**src/rtl/mtq_pkg.sv**
```systemverilog
// ---------------------------------------------------------------------------
// mtq_pkg: shared types and constants for the matrix-to-quaternion pipeline
// Widths, slot codes, inter-stage structs and the output saturation helper.
// ---------------------------------------------------------------------------
package mtq_pkg;

  localparam int WORD_BITS   = 16;
  localparam int FRAC_BITS   = 14;
  localparam int SUM_W       = WORD_BITS + 3;        // trace and radicand candidates
  localparam int NUM_W       = WORD_BITS + 1;        // numerators of the divisions
  localparam int ARG_W       = WORD_BITS + 1;        // positive radicand
  localparam int RAD_W       = 2 * ARG_W;            // radicand scaled by 2^16
  localparam int SQRT_STEPS  = ARG_W;                // one root bit per stage
  localparam int ROOT_W      = SQRT_STEPS;
  localparam int REM_W       = ROOT_W + 3;
  // 2*sqrt(a) in the Q format is sqrt(a << (FRAC_BITS + 2)).
  localparam int RAD_SHIFT   = FRAC_BITS + 2;
  localparam int DIVD_W      = 32;                   // (mag << FRAC_BITS) + S/2
  localparam int DIV_Q_W     = 24;                   // quotient bits that can be nonzero
  localparam int DIV_LAT     = DIV_Q_W + 1;          // setup stage plus one stage per bit
  localparam int QRT_W       = WORD_BITS;            // (S + 2) >> 2

  localparam logic signed [SUM_W-1:0] ONE_Q = SUM_W'(1 << FRAC_BITS);
  localparam logic signed [DIV_Q_W:0] WMAX  = (DIV_Q_W+1)'((1 << (WORD_BITS - 1)) - 1);
  localparam logic signed [DIV_Q_W:0] WMIN  = -WMAX - (DIV_Q_W+1)'(1);

  typedef logic signed [WORD_BITS-1:0] word_t;

  // Which quaternion component is S/4; the other three come from divisions.
  typedef enum logic [1:0] {
    SLOT_X = 2'd0,
    SLOT_Y = 2'd1,
    SLOT_Z = 2'd2,
    SLOT_W = 2'd3
  } slot_t;

  typedef struct packed {
    word_t m00, m01, m02;
    word_t m10, m11, m12;
    word_t m20, m21, m22;
  } matrix_t;

  typedef struct packed {
    logic                    invalid;
    slot_t                   slot;
    logic signed [NUM_W-1:0] n0;
    logic signed [NUM_W-1:0] n1;
    logic signed [NUM_W-1:0] n2;
  } meta_t;

  typedef struct packed {
    logic              valid;
    meta_t             meta;
    logic [ARG_W-1:0]  arg;
    logic [REM_W-1:0]  rem;
    logic [ROOT_W-1:0] root;
  } sq_stage_t;

  typedef struct packed {
    logic             valid;
    logic             invalid;
    slot_t            slot;
    logic [QRT_W-1:0] quarter;
  } out_meta_t;

  function automatic word_t sat_word(input logic signed [DIV_Q_W:0] v);
    word_t r;
    if (v > WMAX) begin
      r = WMAX[WORD_BITS-1:0];
    end else if (v < WMIN) begin
      r = WMIN[WORD_BITS-1:0];
    end else begin
      r = v[WORD_BITS-1:0];
    end
    return r;
  endfunction

endpackage

```
**src/rtl/mtq_sqrt.sv**
```systemverilog
// ---------------------------------------------------------------------------
// mtq_sqrt: pipelined integer square root
// Computes floor(sqrt(arg * 2^16)), one result bit per register stage.
// ---------------------------------------------------------------------------
module mtq_sqrt (
  input  logic                clk,
  input  logic                rst,
  input  mtq_pkg::sq_stage_t  in,
  output mtq_pkg::sq_stage_t  out
);
  import mtq_pkg::*;

  sq_stage_t st      [SQRT_STEPS];
  sq_stage_t st_next [SQRT_STEPS];
  sq_stage_t src     [SQRT_STEPS];

  logic [RAD_W-1:0] rad;
  logic [1:0]       pair;
  logic [REM_W-1:0] rem_sh;
  logic [REM_W-1:0] trial;

  always_comb begin
    src[0] = in;
    for (int j = 1; j < SQRT_STEPS; j++) begin
      src[j] = st[j-1];
    end
    for (int j = 0; j < SQRT_STEPS; j++) begin
      rad    = RAD_W'({src[j].arg, RAD_SHIFT'(0)});
      pair   = rad[2*(SQRT_STEPS-1-j) +: 2];
      rem_sh = {src[j].rem[REM_W-3:0], pair};
      trial  = REM_W'({src[j].root, 2'b01});
      st_next[j] = src[j];
      if (rem_sh >= trial) begin
        st_next[j].rem  = rem_sh - trial;
        st_next[j].root = {src[j].root[ROOT_W-2:0], 1'b1};
      end else begin
        st_next[j].rem  = rem_sh;
        st_next[j].root = {src[j].root[ROOT_W-2:0], 1'b0};
      end
      if (rst) begin
        st_next[j].valid = 1'b0;
      end
    end
  end

  always_ff @(posedge clk) begin
    for (int j = 0; j < SQRT_STEPS; j++) begin
      st[j] <= st_next[j];
    end
  end

  assign out = st[SQRT_STEPS-1];

endmodule

```
**config.mk**
```make
export PLATFORM = sky130hd
export DESIGN_NAME = mtq_sqrt
export DESIGN_NICKNAME = d
export VERILOG_FILES = /design/src/rtl/mtq_pkg.sv /design/src/rtl/mtq_sqrt.sv
export SDC_FILE = /design/constraint.sdc
export NUM_CORES = 2
export LEC_CHECK = 0
export BUFFER_PORTS_ARGS = -buffer_cell sky130_fd_sc_hd__buf_2
export CAP_MARGIN = 25
export CORE_MARGIN = 4
export CORE_UTILIZATION = 50
export CTS_BUF_LIST = sky130_fd_sc_hd__clkbuf_16
export DETAILED_ROUTE_END_ITERATION = 7
export PLACE_DENSITY = 0.75
export REMOVE_ABC_BUFFERS = 1
export SLEW_MARGIN = 30
export SYNTH_ARGS = -nofsm -noshare
export SYNTH_HDL_FRONTEND = slang
export SYNTH_SLANG_ARGS = --single-unit
export TNS_END_PERCENT = 30
```
**constraint.sdc**
```tcl
create_clock -name clk -period 4.3 [get_ports clk]
set_clock_uncertainty 0.15 [all_clocks]
set_input_delay 1.29 -clock clk [delete_from_list [all_inputs] [get_ports clk]]
set_output_delay 1.29 -clock clk [all_outputs]
set_load 0.05 [all_outputs]
```
==> run_results.csv <==
group,metric,value,unit
synthesis,netlist_area,54200,um2
route,wl_per_cell,13.4,um
power_and_ir_drop,p_leak,28.4,nW
critical_path,critPathMaxFanout,28,
sta,timing.fmax,0.291,GHz
clocking,cts_max_level,4,
clocking,worstSkewPairLatency,0.76,ns
die,rows,120,
layout,stdcell_count,6393,
synthesis,synthMuxAreaShare,2.54,%
clocking,cts-buffers-inserted,167,
critical_path,slowest_stage,"fa_1",
layout,top_register,"st",
place,dp_slack,0.201,ns
critical_path,end_kind,"flop",
hold_path,hp-start,"st[0][260]$_DFF_P_",
run_status,status,"finished clean",
clocking,clkTransAtPathRegs,0.06,ns
power_and_ir_drop,total_power,54.6,mW
hold_path,hold_end,"st[0][369]$_DFF_P_",
die,boundaryPins,220,
route,vias,30921,
synthesis,synth-edff-count,0,
clocking,root_buffer,"clkbuf_16",
layout,area_delta_synth_final,15.6,%
die,die_w,337,um
synthesis,ys_ff_latch,1813,
power_and_ir_drop,ir_drop,392,uV
route,wl,85.5,mm
sta,whs,0.146,ns
critical_path,ff2ff_path_depth,11,
critical_path,crit_chain,"inv_1, ha_1, fa_1, a211oi_1, o21ai_0, a21oi_1, o31ai_1, a21oi_1, buf_4, inv_1, mux2_2",
clocking,ctsResizeCount,0,
layout,drive_gt1_share,12.8,%
route,drt_iter0_drc,1408,
global_route,grt_max_degree,32,
synthesis,synth_top_area_share,66.9,%
route,ant_nets,0,
sta,fin_crit,3.43,ns
critical_path,critPathLaunch,"st[0][1435]$_DFF_P_",
hold_path,hold_depth,0,
synthesis,synth.top_cells.by_area,"dfxtp_1, ha_1, inv_1",
route,via_per_inst,4.84,
clocking,cts_tree,"built",
route,detail_route.first_pass.iterations,6,
synthesis,synth.yosys.seq_area_share,66.9,%
layout,largest_register_ffs,1813,
global_route,antenna_found_initial,0,
sta,rsz0062_at_grt,"no",
clocking,cts_setup_buffers,0,
global_route,grt_pass1_wl,142,mm
sta,tightest_slew,0.917,ns
layout,n_antenna_cell,0,
critical_path,slowest_delay,0.44,ns
critical_path,required,4.79,ns
synthesis,netlist_instances,4499,
critical_path,reg2reg_slack,0.87,ns
synthesis,yosysWarningCount,0,
critical_path,start_kind,"flop",
critical_path,r2r_start,"st[0][1435]$_DFF_P_",
place,hpwl,58.8,mm
synthesis,synth_ff_type,"dfxtp_1",
layout,final_nets,5276,
hold_path,hp-class,"flop to flop",
global_route,overflow,0,
critical_path,r2r_end,"st[0][1554]$_DFF_P_",
clocking,cts_hold_buf,0,
place,gp_congestion,0.887,
die,die_h,337,um
synthesis,synth_compound_area_share,10.9,%
job,maxCapViolations,0,
die,start_util,50.5,%
sta,finalCritPeriodShare,79.8,%
critical_path,arrival,3.93,ns
synthesis,avgSynthCellArea,12.1,um2
route,drc,0,
place,dp_cells,6085,
synthesis,yosys.cell_types.count,81,
synthesis,synthAdderAreaFrac,7.37,%
synthesis,synth-simple-area-share,5.68,%
sta,drv_slew,0,
die,core-area,107000,um2
critical_path,crit_type,"flop to flop",
synthesis,synth-xor-area-share,3.39,%
power_and_ir_drop,powerDensity,871,nW/um2
layout,postLayoutCoreUtil,58.4,%
synthesis,synthArstFlopShare,0,%
sta,hold_viol,0,
place,port_buffers,217,
synthesis,synth_area_leader_cell,"dfxtp_1",
sta,fin_ws,0.867,ns
global_route,grt_util_all_layers,15.0,%
die,die_area,114000,um2
global_route,first_global_vias,31047,
synthesis,synth_top_family_by_area,"compound AO/OA/AOI/OAI gates",
clocking,clkSinkCount,1813,
layout,largest_registers,"st: 1813 flops",
sta,setup-violations-final,0,
clocking,clockBufferDepth,3,
sta,worst_slew_margin_rel,38.9,%
through the flow:
step / TNS, ns / cell area (um2)
after global placement: 0 / 57100
after CTS: 0 / 62700
after detailed placement: 0 / 57100
after floorplan: -8.40 / 54000
after global routing: 0 / 62700
final: 0 / 62700
power by group:
group / switching (mW) / internal, mW / leakage, nW
Combinational: 10.4 / 8.35 / 10.3
Sequential: 1.36 / 19.8 / 15.3
Clock: 6.21 / 8.45 / 2.86
Total: 18.0 / 36.6 / 28.4
area by class of cell:
cell class | instances | area, um2
Clock inverter | 141 | 1450
Multi-Input combinational cell | 2238 | 16300
Timing Repair Buffer | 238 | 1270
Inverter | 393 | 1480
Sequential cell | 1813 | 36300
Fill cell | 8438 | 44700
Clock buffer | 167 | 4180
Tap cell | 1403 | 1760
metal layers:
| layer | GRT usage [%] | vias to the layer above | wire length (um) |
|---|---|---|---|
| met2 | 29.0 | 654 | 44900 |
| met5 | 0 | - | 0 |
| met1 | 15.4 | 14110 | 33600 |
| met4 | 7.12 | 0 | 3310 |
| li1 | - | 15928 | - |
| met3 | 3.04 | 229 | 3660 |
cells in the mapped netlist, drive strengths merged (23+ instances only):
| library cell | number |
|---|---|
| xor2 | 69 |
| nand2 | 193 |
| o21bai | 32 |
| xnor2 | 141 |
| nor2b | 42 |
| clkbuf | 44 |
| o211ai | 26 |
| nand3 | 53 |
| ha | 305 |
| nor2 | 206 |
| dfxtp | 1813 |
| mux2 | 107 |
| a31oi | 31 |
| o21a | 49 |
| o21ai | 228 |
| a21oi | 272 |
| nor3 | 61 |
| a211oi | 39 |
| o31ai | 23 |
| nand2b | 23 |
| a21o | 105 |
| inv | 393 |
critical path, delay by kind of cell, from the launching register on:
kind            cells  cell delay, ns
compound gates      5            1.24
fa+ha+maj           2            0.68
buf+inv             3            0.51
flops               1            0.43
mux                 1            0.29
cell families (layout without fill, tap and decap cells):
kind of cell             Yosys count  in the layout
AND/OR/NAND/NOR                  664            664
adder cells (fa/ha/maj)          314            314
multiplexers                     119            119
XOR/XNOR                         210            210
AO/OA/AOI/OAI                    931            931
flip-flops                      1813           1813
buffers and inverters            448            939
layout by cell type, fill, tap and decap left out, types with 15 or more instances in the layout:
cell type and count:
o21bai_1 32, o211ai_1 26, nor2_1 206, o21a_1 49, buf_4 19, nor2b_1 42
a21o_1 103, a211oi_1 37, nand4_1 15, nor3_1 58, nand3_1 53, ha_1 305
buf_2 217, nand2b_1 23, a211o_1 18, o21ai_0 224, inv_1 428, dfxtp_1 1813
xnor2_1 141, a31oi_1 31, o22ai_1 16, nand2_1 193, xor2_1 69, clkbuf_16 167
clkinv_2 24, clkinv_1 35, a21oi_1 267, o31ai_1 22, bufinv_16 21, mux2_2 93
worst max path at each step:
stage | to | cells past startpoint
final | st[0][1554]$_DFF_P_ | 11
after global routing | st[0][1554]$_DFF_P_ | 11
after CTS | st[0][1554]$_DFF_P_ | 11
after detailed placement | st[0][19]$_DFF_P_ | 10
after global placement | st[0][19]$_DFF_P_ | 10
after floorplan | st[0][19]$_DFF_P_ | 8
Note: power is estimated with default switching activity, not from simulation.
