--- src/rtl/mtq_pkg.sv ---
// ---------------------------------------------------------------------------
// mtq_pkg: shared types and constants for the matrix-to-quaternion pipeline
// Widths, slot codes, inter-stage structs and the output saturation helper.
// ---------------------------------------------------------------------------
package mtq_pkg;

  localparam int WORD_BITS   = 16;
  localparam int FRAC_BITS   = 14;
  localparam int SUM_W       = WORD_BITS + 3;        // trace and radicand candidates
  localparam int NUM_W       = WORD_BITS + 1;        // numerators of the divisions
  localparam int ARG_W       = WORD_BITS + 1;        // positive radicand
  localparam int RAD_W       = 2 * ARG_W;            // radicand scaled by 2^16
  localparam int SQRT_STEPS  = ARG_W;                // one root bit per stage
  localparam int ROOT_W      = SQRT_STEPS;
  localparam int REM_W       = ROOT_W + 3;
  // 2*sqrt(a) in the Q format is sqrt(a << (FRAC_BITS + 2)).
  localparam int RAD_SHIFT   = FRAC_BITS + 2;
  localparam int DIVD_W      = 32;                   // (mag << FRAC_BITS) + S/2
  localparam int DIV_Q_W     = 24;                   // quotient bits that can be nonzero
  localparam int DIV_LAT     = DIV_Q_W + 1;          // setup stage plus one stage per bit
  localparam int QRT_W       = WORD_BITS;            // (S + 2) >> 2

  localparam logic signed [SUM_W-1:0] ONE_Q = SUM_W'(1 << FRAC_BITS);
  localparam logic signed [DIV_Q_W:0] WMAX  = (DIV_Q_W+1)'((1 << (WORD_BITS - 1)) - 1);
  localparam logic signed [DIV_Q_W:0] WMIN  = -WMAX - (DIV_Q_W+1)'(1);

  typedef logic signed [WORD_BITS-1:0] word_t;

  // Which quaternion component is S/4; the other three come from divisions.
  typedef enum logic [1:0] {
    SLOT_X = 2'd0,
    SLOT_Y = 2'd1,
    SLOT_Z = 2'd2,
    SLOT_W = 2'd3
  } slot_t;

  typedef struct packed {
    word_t m00, m01, m02;
    word_t m10, m11, m12;
    word_t m20, m21, m22;
  } matrix_t;

  typedef struct packed {
    logic                    invalid;
    slot_t                   slot;
    logic signed [NUM_W-1:0] n0;
    logic signed [NUM_W-1:0] n1;
    logic signed [NUM_W-1:0] n2;
  } meta_t;

  typedef struct packed {
    logic              valid;
    meta_t             meta;
    logic [ARG_W-1:0]  arg;
    logic [REM_W-1:0]  rem;
    logic [ROOT_W-1:0] root;
  } sq_stage_t;

  typedef struct packed {
    logic             valid;
    logic             invalid;
    slot_t            slot;
    logic [QRT_W-1:0] quarter;
  } out_meta_t;

  function automatic word_t sat_word(input logic signed [DIV_Q_W:0] v);
    word_t r;
    if (v > WMAX) begin
      r = WMAX[WORD_BITS-1:0];
    end else if (v < WMIN) begin
      r = WMIN[WORD_BITS-1:0];
    end else begin
      r = v[WORD_BITS-1:0];
    end
    return r;
  endfunction

endpackage

--- src/rtl/mtq_front.sv ---
// ---------------------------------------------------------------------------
// mtq_front: case selection and radicand setup
// Two stages: trace and diagonal compare, then radicand check and numerators.
// ---------------------------------------------------------------------------
module mtq_front (
  input  logic                clk,
  input  logic                rst,
  input  logic                in_valid,
  input  mtq_pkg::matrix_t    m,
  output mtq_pkg::sq_stage_t  out
);
  import mtq_pkg::*;

  logic                    s1_valid;
  logic                    s1_tpos;
  slot_t                   s1_slot;
  logic signed [SUM_W-1:0] s1_arg;
  logic signed [NUM_W-1:0] s1_d12, s1_s12, s1_d20, s1_s02, s1_d01, s1_s01;

  logic signed [SUM_W-1:0] trace, a_t, a0, a1, a2;
  logic                    k1, k2;
  word_t                   mk;

  always_comb begin
    trace = SUM_W'(m.m00) + SUM_W'(m.m11) + SUM_W'(m.m22);
    a_t   = ONE_Q + trace;
    a0    = ONE_Q + SUM_W'(m.m00) - SUM_W'(m.m11) - SUM_W'(m.m22);
    a1    = ONE_Q + SUM_W'(m.m11) - SUM_W'(m.m00) - SUM_W'(m.m22);
    a2    = ONE_Q + SUM_W'(m.m22) - SUM_W'(m.m00) - SUM_W'(m.m11);
    // Ties keep the lower diagonal index.
    k1    = m.m11 > m.m00;
    mk    = k1 ? m.m11 : m.m00;
    k2    = m.m22 > mk;
  end

  always_ff @(posedge clk) begin
    if (rst) begin
      s1_valid <= 1'b0;
    end else begin
      s1_valid <= in_valid;
    end
    s1_tpos <= trace > 0;
    if (trace > 0) begin
      s1_slot <= SLOT_W;
      s1_arg  <= a_t;
    end else if (k2) begin
      s1_slot <= SLOT_Z;
      s1_arg  <= a2;
    end else if (k1) begin
      s1_slot <= SLOT_Y;
      s1_arg  <= a1;
    end else begin
      s1_slot <= SLOT_X;
      s1_arg  <= a0;
    end
    s1_d12 <= NUM_W'(m.m12) - NUM_W'(m.m21);
    s1_s12 <= NUM_W'(m.m12) + NUM_W'(m.m21);
    s1_d20 <= NUM_W'(m.m20) - NUM_W'(m.m02);
    s1_s02 <= NUM_W'(m.m02) + NUM_W'(m.m20);
    s1_d01 <= NUM_W'(m.m01) - NUM_W'(m.m10);
    s1_s01 <= NUM_W'(m.m01) + NUM_W'(m.m10);
  end

  logic bad;
  meta_t meta_next;

  always_comb begin
    bad = !s1_tpos && (s1_arg <= 0);
    meta_next.invalid = bad;
    meta_next.slot    = s1_slot;
    case (s1_slot)
      SLOT_X: begin
        meta_next.n0 = s1_s01;
        meta_next.n1 = s1_s02;
        meta_next.n2 = s1_d12;
      end
      SLOT_Y: begin
        meta_next.n0 = s1_s01;
        meta_next.n1 = s1_s12;
        meta_next.n2 = s1_d20;
      end
      SLOT_Z: begin
        meta_next.n0 = s1_s02;
        meta_next.n1 = s1_s12;
        meta_next.n2 = s1_d01;
      end
      default: begin
        meta_next.n0 = s1_d12;
        meta_next.n1 = s1_d20;
        meta_next.n2 = s1_d01;
      end
    endcase
  end

  always_ff @(posedge clk) begin
    if (rst) begin
      out.valid <= 1'b0;
    end else begin
      out.valid <= s1_valid;
    end
    out.meta <= meta_next;
    // A bad radicand still runs through the root with a harmless value of one.
    out.arg  <= bad ? ARG_W'(1) : s1_arg[ARG_W-1:0];
    out.rem  <= '0;
    out.root <= '0;
  end

endmodule

--- config.mk ---
export PLATFORM = sky130hd
export DESIGN_NAME = mtq_front
export DESIGN_NICKNAME = d
export VERILOG_FILES = /design/src/rtl/mtq_pkg.sv /design/src/rtl/mtq_front.sv
export SDC_FILE = /design/constraint.sdc
export NUM_CORES = 1
export LEC_CHECK = 0
export BUFFER_PORTS_ARGS = -buffer_cell sky130_fd_sc_hd__buf_2
export CAP_MARGIN = 10
export CORE_MARGIN = 4
export CORE_UTILIZATION = 63
export DETAILED_ROUTE_END_ITERATION = 16
export PLACE_DENSITY = 0.88
export SETUP_SLACK_MARGIN = 0.2
export SLEW_MARGIN = 25
export SYNTH_ARGS = -nofsm -noshare
export SYNTH_HDL_FRONTEND = slang
export SYNTH_SLANG_ARGS = --single-unit
--- constraint.sdc ---
create_clock -name clk -period 16.2 [get_ports clk]
set_clock_uncertainty 0.15 [all_clocks]
set_input_delay 2.43 -clock clk [delete_from_list [all_inputs] [get_ports clk]]
set_output_delay 2.43 -clock clk [all_outputs]
set_load 0.1 [all_outputs]
==> metrics <==
Routed WL=43.11 mm; CTS tree=yes; Synth warnings=0; Cell Chain, Critical Path=buf_2 > inv_1 > ha_1 > nor4_1 > a41oi_1 > a21oi_4 > buf_4 > nor2_1 > a21oi_1 > ha_1 > a21o_1 > a21oi_1 > a211oi_1 > nor3_1 > mux2_2 > and2_1 > nor2_1 > a211o_1 > mux2_4; Initial DRT Pass Iterations=5; area share of the largest cell type after synthesis=24.01%; multi-input logic area=approximately 11000 um2; Routability Congestion=0.9611; DRT iter0 DRCs=1053; Detail Route Antenna Nets=0; Syn Area/Cell=just under 9 um2; CP bufs+invs=3; initial antenna violation count=5; post-route minimum period=approximately 8 ns; LEAKAGE=9.005 nW; Sink Count=194; largest net degree at the start of global routing=73; CTS Root Buffer Type=clkbuf_16; Final Net Count=2507; Hold Vio Cnt, Final=0; drt drc=0; total number of vias=13740; RSZ-0062 raised after global routing=false; critical path peak fanout=between 50 and 60; GR Overflow Total=0; CP max stage delay=just over 0.8 ns; status=finished, final reports clean; IO Pins=256; Synth area leaders=dfxtp_1 (24%), ha_1 (20%), fa_1 (9.2%), inv_1 (4.7%), xnor2_1 (4.5%); critical path data arrival time=7.99 ns; Critical Path Slowest Stage Cell=nor4_1; commonest non-fill, non-tap cells in the layout=ha_1 (258), buf_2 (218), inv_1 (204); Worst setup EP type=register; relative slew slack=36.03%; Max Used Layer=met5; Setup TNS=0 ns; endpoints failing setup=0; Least-Margin Pin Slew=0.9560 ns; Yosys top cell by area=dfxtp_1; sequential share of the synthesized area=between 20 and 25%; count of hold-fix buffers inserted at cts=0; met1 wire length=19.15 mm; final non-filler cell total=2374; clock-pin slew on the worst setup and hold paths=0.08 ns; Cells after Synth=1837; Post-CTS Setup Bufs=0; metal2 WL=19.72 mm; Req. time, crit path=about 16 ns; port bufs=218; Global Route Usage Sum=29.35%; Vias/cell=about 5.8; TritonCTS Buffers=17; Post-synth EDFFs=0; VDD IR max=about 0.26 mV; placed cell count=2339; DR WL/cell=roughly 18 um; Post-synth top flop=dfxtp_1; register area=approximately 4000 um2; library cells used by synthesis=75; Initial Utilization=between 60% and 70%; H-tree depth=4; Layout fillers=2004; cts repair resizes=0; Max Slew Vio Count=0; CTS max path bufs=2; first-pass GRT wire length=67.50 mm; vias in the first global route=13430; synthesized area=16180 um2; Placement Rows=58; pwr/cell area=between 150 and 200 nW/um2; Setup CP Type=input port to register; Max Cap Viol=0; Area Growth Syn to Fin=11.46%; delay-heaviest family, CP=simple AND/OR/NAND/NOR gates; die area=28300 um2; DPL Wire Length=about 35 mm; Clk Latency, worst-skew pair=0.43 ns; Die W=between 150 and 200 um; FMAX=about 0.13 GHz; share of cells above drive strength 1=13.77%; register bit total from synthesis=between 150 and 200; met3 WL=3.202 mm; Worst setup SP type=input port; hold crit path type=register to register; commonest non-fill, non-tap cell in the layout=ha_1; core box area=25250 um2; DIE HEIGHT=roughly 170 um; Async SR Flop Fraction=0%; fin crit share=48.21%
==> report_power, final <==
group          leakage, nW  switching [W]  internal (W)
Clock                0.307       0.000213      0.000232
Combinational         7.06        0.00116      0.000426
Sequential            1.63      0.0000753      0.000636
==> logic make-up after synthesis <==
| group | synth area share [%] |
|---|---|
| buffers and inverters | 7.712 |
| and+or+nand+nor | 12.16 |
| adders and majority gates | 29.12 |
| muxes | 3.860 |
| other | 0.02318 |
| AOI/OAI and AO/OA | 17.00 |
| DFF | 24.01 |
| xor gates and xnor gates | 6.119 |
==> area by class of cell <==
cell class | instances | area share [%]
flip-flops and latches | 194 | 21.56
multi-input cells | 1388 | 62.07
inverters | 204 | 4.247
diodes | 3 | 0.04164
repair buffers | 223 | 6.260
clock buffers | 18 | 2.436
well taps | 330 | 2.290
clock inverters | 14 | 1.097
==> state kept, by name, summed over array words and instances, names as in the netlist <==
name,cells
s1_d12,16
s1_arg,19
s1_s02,17
s1_s12,17
out,72
s1_valid,1
s1_slot,2
s1_d20,16
s1_d01,16
s1_tpos,1
s1_s01,17
==> synthesized netlist by cell type (19+ instances only) <==
library cell / count
a21oi_1: 125
ha_1: 258
clkbuf_1: 38
inv_1: 204
xnor2_1: 83
o21ai_0: 93
a21o_1: 32
buf_4: 38
mux2i_1: 53
o22ai_1: 19
nand2_1: 83
nand3_1: 24
nor2_1: 165
fa_1: 74
nor2b_1: 36
xor2_1: 30
a211oi_1: 20
dfxtp_1: 194
nor3_1: 27
==> worst register-to-register path: stages (launching register included) <==
cell and delay (ns):
dfxtp_1 0.34, or4_1 0.53, nor4_1 0.23, nor2_1 0.07, nor2_1 0.73, or2_2 0.24
==> metrics by stage <==
stage	cell area [um2]	setup slack (ns)	total power [W]	util, %	hold WS, ns
6_report	18030	8.390	0.002744	71.39	0.2761
3_3_place_gp	17380	8.349	0.002255	68.84	0.2643
4_1_cts	18020	8.652	0.002730	71.36	0.2851
2_1_floorplan	16310	9.096	0.001954	-	0.1790
3_5_place_dp	17380	8.190	0.002280	68.84	0.2662
5_1_grt	18030	8.046	0.002878	71.39	0.3032
==> final timing paths <==
| path | start | to | slack [ns] | depth (start not counted) |
|---|---|---|---|---|
| worst max-delay path | m[71] | s1_arg[15]$_DFF_P_ | 8.39 | 19 |
| worst min-delay path | s1_d01[7]$_DFF_P_ | out[61]$_DFF_P_ | 0.28 | 2 |
| worst max register to register | s1_arg[2]$_DFF_P_ | out[37]$_SDFF_PP1_ | 13.86 | 5 |
| worst min register to register | s1_d01[7]$_DFF_P_ | out[61]$_DFF_P_ | 0.28 | 2 |
==> per-layer routing <==
layer  vias to the layer above  track usage (%)
met3                        79            5.119
met5                         -                0
met1                      6548            40.29
met4                         2            8.327
li1                       6590                -
met2                       520            47.83
(Power assumes the default switching activity.)
