==> src/rtl/mtq_pkg.sv <==
// ---------------------------------------------------------------------------
// mtq_pkg: shared types and constants for the matrix-to-quaternion pipeline
// Widths, slot codes, inter-stage structs and the output saturation helper.
// ---------------------------------------------------------------------------
package mtq_pkg;

  localparam int WORD_BITS   = 16;
  localparam int FRAC_BITS   = 14;
  localparam int SUM_W       = WORD_BITS + 3;        // trace and radicand candidates
  localparam int NUM_W       = WORD_BITS + 1;        // numerators of the divisions
  localparam int ARG_W       = WORD_BITS + 1;        // positive radicand
  localparam int RAD_W       = 2 * ARG_W;            // radicand scaled by 2^16
  localparam int SQRT_STEPS  = ARG_W;                // one root bit per stage
  localparam int ROOT_W      = SQRT_STEPS;
  localparam int REM_W       = ROOT_W + 3;
  // 2*sqrt(a) in the Q format is sqrt(a << (FRAC_BITS + 2)).
  localparam int RAD_SHIFT   = FRAC_BITS + 2;
  localparam int DIVD_W      = 32;                   // (mag << FRAC_BITS) + S/2
  localparam int DIV_Q_W     = 24;                   // quotient bits that can be nonzero
  localparam int DIV_LAT     = DIV_Q_W + 1;          // setup stage plus one stage per bit
  localparam int QRT_W       = WORD_BITS;            // (S + 2) >> 2

  localparam logic signed [SUM_W-1:0] ONE_Q = SUM_W'(1 << FRAC_BITS);
  localparam logic signed [DIV_Q_W:0] WMAX  = (DIV_Q_W+1)'((1 << (WORD_BITS - 1)) - 1);
  localparam logic signed [DIV_Q_W:0] WMIN  = -WMAX - (DIV_Q_W+1)'(1);

  typedef logic signed [WORD_BITS-1:0] word_t;

  // Which quaternion component is S/4; the other three come from divisions.
  typedef enum logic [1:0] {
    SLOT_X = 2'd0,
    SLOT_Y = 2'd1,
    SLOT_Z = 2'd2,
    SLOT_W = 2'd3
  } slot_t;

  typedef struct packed {
    word_t m00, m01, m02;
    word_t m10, m11, m12;
    word_t m20, m21, m22;
  } matrix_t;

  typedef struct packed {
    logic                    invalid;
    slot_t                   slot;
    logic signed [NUM_W-1:0] n0;
    logic signed [NUM_W-1:0] n1;
    logic signed [NUM_W-1:0] n2;
  } meta_t;

  typedef struct packed {
    logic              valid;
    meta_t             meta;
    logic [ARG_W-1:0]  arg;
    logic [REM_W-1:0]  rem;
    logic [ROOT_W-1:0] root;
  } sq_stage_t;

  typedef struct packed {
    logic             valid;
    logic             invalid;
    slot_t            slot;
    logic [QRT_W-1:0] quarter;
  } out_meta_t;

  function automatic word_t sat_word(input logic signed [DIV_Q_W:0] v);
    word_t r;
    if (v > WMAX) begin
      r = WMAX[WORD_BITS-1:0];
    end else if (v < WMIN) begin
      r = WMIN[WORD_BITS-1:0];
    end else begin
      r = v[WORD_BITS-1:0];
    end
    return r;
  endfunction

endpackage

==> src/rtl/mtq_div.sv <==
// ---------------------------------------------------------------------------
// mtq_div: pipelined rounded fixed-point divider
// Gives round(|n| * 2^14 / s) as magnitude and sign, one quotient bit a stage.
// ---------------------------------------------------------------------------
module mtq_div (
  input  logic                                clk,
  input  logic signed [mtq_pkg::NUM_W-1:0]    n,
  input  logic [mtq_pkg::ROOT_W-1:0]          s,
  output logic [mtq_pkg::DIV_Q_W-1:0]         q,
  output logic                                neg
);
  import mtq_pkg::*;

  typedef struct packed {
    logic              neg;
    logic [DIVD_W-1:0] dvd;
    logic [ROOT_W-1:0] dvs;
    logic [ROOT_W-1:0] rem;
    logic [DIV_Q_W-1:0] quo;
  } dv_stage_t;

  dv_stage_t st      [DIV_LAT];
  dv_stage_t st_next [DIV_LAT];

  logic [NUM_W-1:0] mag;
  logic [ROOT_W:0]  rem_sh;

  always_comb begin
    mag = n[NUM_W-1] ? NUM_W'(-n) : NUM_W'(n);
    // The divisor is at least 256 here, so the top dividend byte is below it.
    st_next[0].neg = n[NUM_W-1];
    st_next[0].dvd = DIVD_W'({mag, FRAC_BITS'(0)}) + DIVD_W'(s >> 1);
    st_next[0].dvs = s;
    st_next[0].rem = '0;
    st_next[0].quo = '0;
    for (int j = 1; j < DIV_LAT; j++) begin
      st_next[j] = st[j-1];
      if (j == 1) begin
        rem_sh = {ROOT_W'(st[0].dvd[DIVD_W-1:DIV_Q_W]), st[0].dvd[DIV_Q_W-1]};
      end else begin
        rem_sh = {st[j-1].rem, st[j-1].dvd[DIV_Q_W-j]};
      end
      if (rem_sh >= {1'b0, st[j-1].dvs}) begin
        st_next[j].rem = ROOT_W'(rem_sh - {1'b0, st[j-1].dvs});
        st_next[j].quo = {st[j-1].quo[DIV_Q_W-2:0], 1'b1};
      end else begin
        st_next[j].rem = rem_sh[ROOT_W-1:0];
        st_next[j].quo = {st[j-1].quo[DIV_Q_W-2:0], 1'b0};
      end
    end
  end

  always_ff @(posedge clk) begin
    for (int j = 0; j < DIV_LAT; j++) begin
      st[j] <= st_next[j];
    end
  end

  assign q   = st[DIV_LAT-1].quo;
  assign neg = st[DIV_LAT-1].neg;

endmodule

==> config.mk <==
export PLATFORM = sky130hd
export DESIGN_NAME = mtq_div
export DESIGN_NICKNAME = d
export VERILOG_FILES = /design/src/rtl/mtq_pkg.sv /design/src/rtl/mtq_div.sv
export SDC_FILE = /design/constraint.sdc
export NUM_CORES = 2
export LEC_CHECK = 0
export ABC_CLOCK_PERIOD_IN_PS = 3600
export BUFFER_PORTS_ARGS = -buffer_cell sky130_fd_sc_hd__buf_4
export CAP_MARGIN = 20
export CORE_MARGIN = 5
export CORE_UTILIZATION = 45
export DETAILED_ROUTE_END_ITERATION = 10
export PLACE_DENSITY = 0.68
export SETUP_SLACK_MARGIN = 0.05
export SLEW_MARGIN = 20
export SYNTH_ARGS = -nofsm -noshare
export SYNTH_HDL_FRONTEND = slang
export SYNTH_SLANG_ARGS = --single-unit
==> constraint.sdc <==
create_clock -name clk -period 3.6 [get_ports clk]
set_clock_uncertainty 0.2 [all_clocks]
set_input_delay 0.54 -clock clk [delete_from_list [all_inputs] [get_ports clk]]
set_output_delay 0.54 -clock clk [all_outputs]
set_load 0.05 [all_outputs]
==> summary.md <==
| Metric | Value |
|---|---|
| Outcome | `complete, no violations` |
| Synth area leader | `dfxtp_1` |
| Die H | `~340 um` |
| Tot GR Track Use | `between 15 and 20%` |
| Sequential share of the synthesized area | `47.6%` |
| Sequential standard cell area | `approximately 24000 um^2` |
| Hold path start | `n[8]` |
| Setup TNS | `0 ps` |
| Async S/R FF share, synth | `0%` |
| Synth top area share | `about 48%` |
| CP Launch Type | `flip-flop` |
| Peak VDD IR | `about 0.5 mV` |
| Final worst-path cycle share | `between 90% and 100%` |
| Leak | `0.0254 uW` |
| # nets final | `around 5700` |
| Crit path required time | `approximately 4000 ps` |
| Worst slew margin | `29.0%` |
| Worst-skew pair later-pin latency | `720 ps` |
| Initial detailed-routing violation count | `around 2000` |
| Synth Net Count | `5545` |
| Mapped Area | `49900 um^2` |
| DR vias/cell | `a little over 5` |
| Compound-gate portion of the synthesized area | `16.6%` |
| Ports | `60` |
| Most frequent CP cell | `inv_1` |
| Postcts setup bufs | `0` |
| Avg Cell Area, Syn | `between 9 and 10 um^2` |
| Crit-path max cell delay | `420 ps` |
| Total number of vias | `roughly 35000` |
| Setup slack, reg-to-reg | `270 ps` |
| Clock root buffer | `clkbuf_16` |
| Crit-path max FO | `21` |
| Post-synth EDFFs | `0` |
| Core Region | `roughly 110000 um^2` |
| Pins Over Slew Limit | `0` |
| Post-Syn Instances | `slightly above 5000` |
| Setup Crit Path Kind | `reg2reg` |
| Biggest register | `st` |
| Maximum clock rate | `300 MHz` |
| Seq pwr share | `about a third` |
| Sw Ratio | `roughly 36%` |
| WL final | `between 100000 and 150000 um` |
| Detailed Routing Iterations Pass 1 | `6` |
| Initial Utilization | `45.2%` |
| Antenna diodes | `0` |
| Simple-Gate Fraction of Synth Area | `about a tenth` |
| RSZ-0062 raised after global routing | `no` |
| Clock Sinks | `approximately 1200` |
| Largest family of logic cells by synthesized area | `compound AO/OA/AOI/OAI gates` |
| Design area | `around 57000 um^2` |
| Initial antenna violation count | `0` |
| Psw | `~19000 uW` |
| Synth Register Bits | `1187` |
| IO buf count | `59` |
| R2R Path End | `st[1][25]` |
| FILL cells | `9947` |
| Placed inst area | `approximately 52000 um^2` |
| Post-Synth XOR/XNOR Area | `approximately 4.8%` |
| Comb pwr share | `between 40% and 50%` |
| MaxCap Viol Count | `0` |
| Worst-Margin Slew | `approximately 1100 ps` |
| Top cells by area, synth | `dfxtp_1, ha_1, inv_1, o21ai_0, a21oi_1` |
| Synth Area in Adders | `11.1%` |
| Smallest hold slack | `between 90 and 100 ps` |
| Crit-path leading delay family | `compound AO/OA/AOI/OAI gates` |
| Largest register FFs | `1187` |
| Critical-path top delay cell | `fa_1` |
| Layout area overhead | `13.3%` |
| Commonest non-fill, non-tap cell in the layout | `dfxtp_1` |
| Grt ovf | `0` |
| Fin util | `51.2%` |
| Worst Path Arrival | `approximately 3700 ps` |
| Total of warnings raised by yosys | `0` |
| Setup violations, final | `0` |
| CTS tree | `built` |
| Hold path cells | `4` |
| Largest net degree at the start of global routing | `34` |
| Fin crit period | `between 3000 and 4000 ps` |
| Internal | `around 34000 uW` |
| Crit path capture type | `flip-flop` |
| Mux share of post-synthesis cell area | `roughly 4.2%` |
| Post-synth cell types | `98` |
| Synth Flop Type | `dfxtp_1` |
| Final Hold Viols | `0` |
| Clk buf depth | `3` |
| Rows | `122` |
| Multi-input combinational cell area | `~24000 um^2` |
| H-tree level count | `3` |
| First-pass GRT wire length | `175000 um` |
| Vias in the first global route | `roughly 34000` |
| Clock share of power | `between 20% and 30%` |
| Die area | `between 100000 and 150000 um^2` |
| Detail Route Antenna Nets | `0` |
| RD Place Congestion | `0.877` |
| Hold endpoint | `st[0][80]` |
| Hold Crit Class | `in2reg` |
| Power Density | `942 nW/um^2` |
| CTS Buf Count | `approximately 120` |
| CP bufs+invs | `3` |
| Worst r2r src | `st[0][1431]` |
| Reg clk slew, reported paths | `about 70 ps` |
| R2R cell count | `11` |
| DRC viols | `0` |
| Most frequent cells in the layout | `dfxtp_1, inv_1, ha_1, nand2_1, o21ai_0` |
| DR WL/cell | `roughly 16 um` |
| Die width | `around 340 um` |
| Layout cells sized above 1 | `about a tenth` |
| CP Cell Sequence | `inv_1, ha_1, inv_1, fa_1, a211oi_1, o211ai_1, a31o_2, a21oi_1, o2bb2ai_2, buf_12, mux2_2` |
| Biggest regs | `st x1187` |
| DP HPWL | `82600 um` |
-- area by class of cell --
| cell class | instances | share of cell area, % |
|---|---|---|
| Clock buffer | 157 | 5.94 |
| Multi-Input combinational cell | 3268 | 41.8 |
| Timing Repair Buffer | 126 | 1.93 |
| Inverter | 511 | 3.39 |
| Clock inverter | 66 | 1.56 |
| Sequential cell | 1187 | 42.0 |
| Tap cell | 1488 | 3.29 |
-- power by group through the flow --
stage                     clock [uW]  combinational (uW)  sequential [uW]
after floorplan                    0               17000            18000
after global placement             0               20900            19100
after detailed placement           0               21200            19100
after CTS                      13300               21300            18900
after global routing           13900               24000            19100
final                          12900               21500            18800
-- worst max-delay path by stage --
stage	from	to	slack, ps	depth (start not counted)
2_1_floorplan	st[0][351]	st[0][396]	470	12
3_3_place_gp	st[0][981]	st[0][1026]	350	12
3_5_place_dp	st[0][981]	st[0][1031]	280	12
4_1_cts	st[0][981]	st[0][1031]	210	12
5_1_grt	st[0][1431]	st[1][25]	60	11
6_report	st[0][1431]	st[1][25]	270	11
-- synth_stat cells, types with 63 or more instances --
cell type / number
nor2_1: 271
o21ai_0: 340
a21o_1: 107
ha_1: 403
o21a_1: 63
nand2_1: 357
mux2_2: 131
dfxtp_1: 1187
nand3_1: 73
inv_1: 511
clkbuf_1: 64
nor2b_1: 67
a21oi_1: 320
xor2_1: 131
nor3_1: 78
xnor2_1: 145
-- metal layers --
layer	up-vias	part of all wire [%]	global-route usage, %
li1	17900	-	-
met1	16400	46	23.2
met5	-	0	0
met4	0	4.6	7.79
met3	258	3.6	2.62
met2	724	46	30.5
-- timing repair --
item / CTS / global route
hold buffers: 26 / 0
resized for setup: 0 / 3
setup endpoints to repair: 0 / 17
endpoints found under the hold margin: 28 / 0
-- worst reg2reg max path, delay by kind of cell, from the launching register on --
kind / cells / cell delay, ps
compound gates: 5 / 1430
fa+ha+maj: 2 / 590
buf+inv: 3 / 330
flops: 1 / 320
mux: 1 / 340
-- per-stage QoR --
step | setup WS [ps] | instances | total power [uW]
6_report | 269 | 6803 | 53200
3_5_place_dp | 277 | 6554 | 40200
5_1_grt | 61.0 | 6803 | 57000
4_1_cts | 214 | 6803 | 53500
2_1_floorplan | 466 | 5083 | 34900
3_3_place_gp | 347 | 6554 | 40000
-- logic make-up (layout without fill, tap and decap cells) --
group | count (synthesis) | after routing
flops | 1187 | 1187
mux | 183 | 183
other cells | 1 | 1
simple gates | 1104 | 1104
buf+inv | 628 | 860
fa+ha+maj | 427 | 427
xor+xnor | 276 | 276
compound gates | 1277 | 1277
Power figures use the tool's default switching activity.
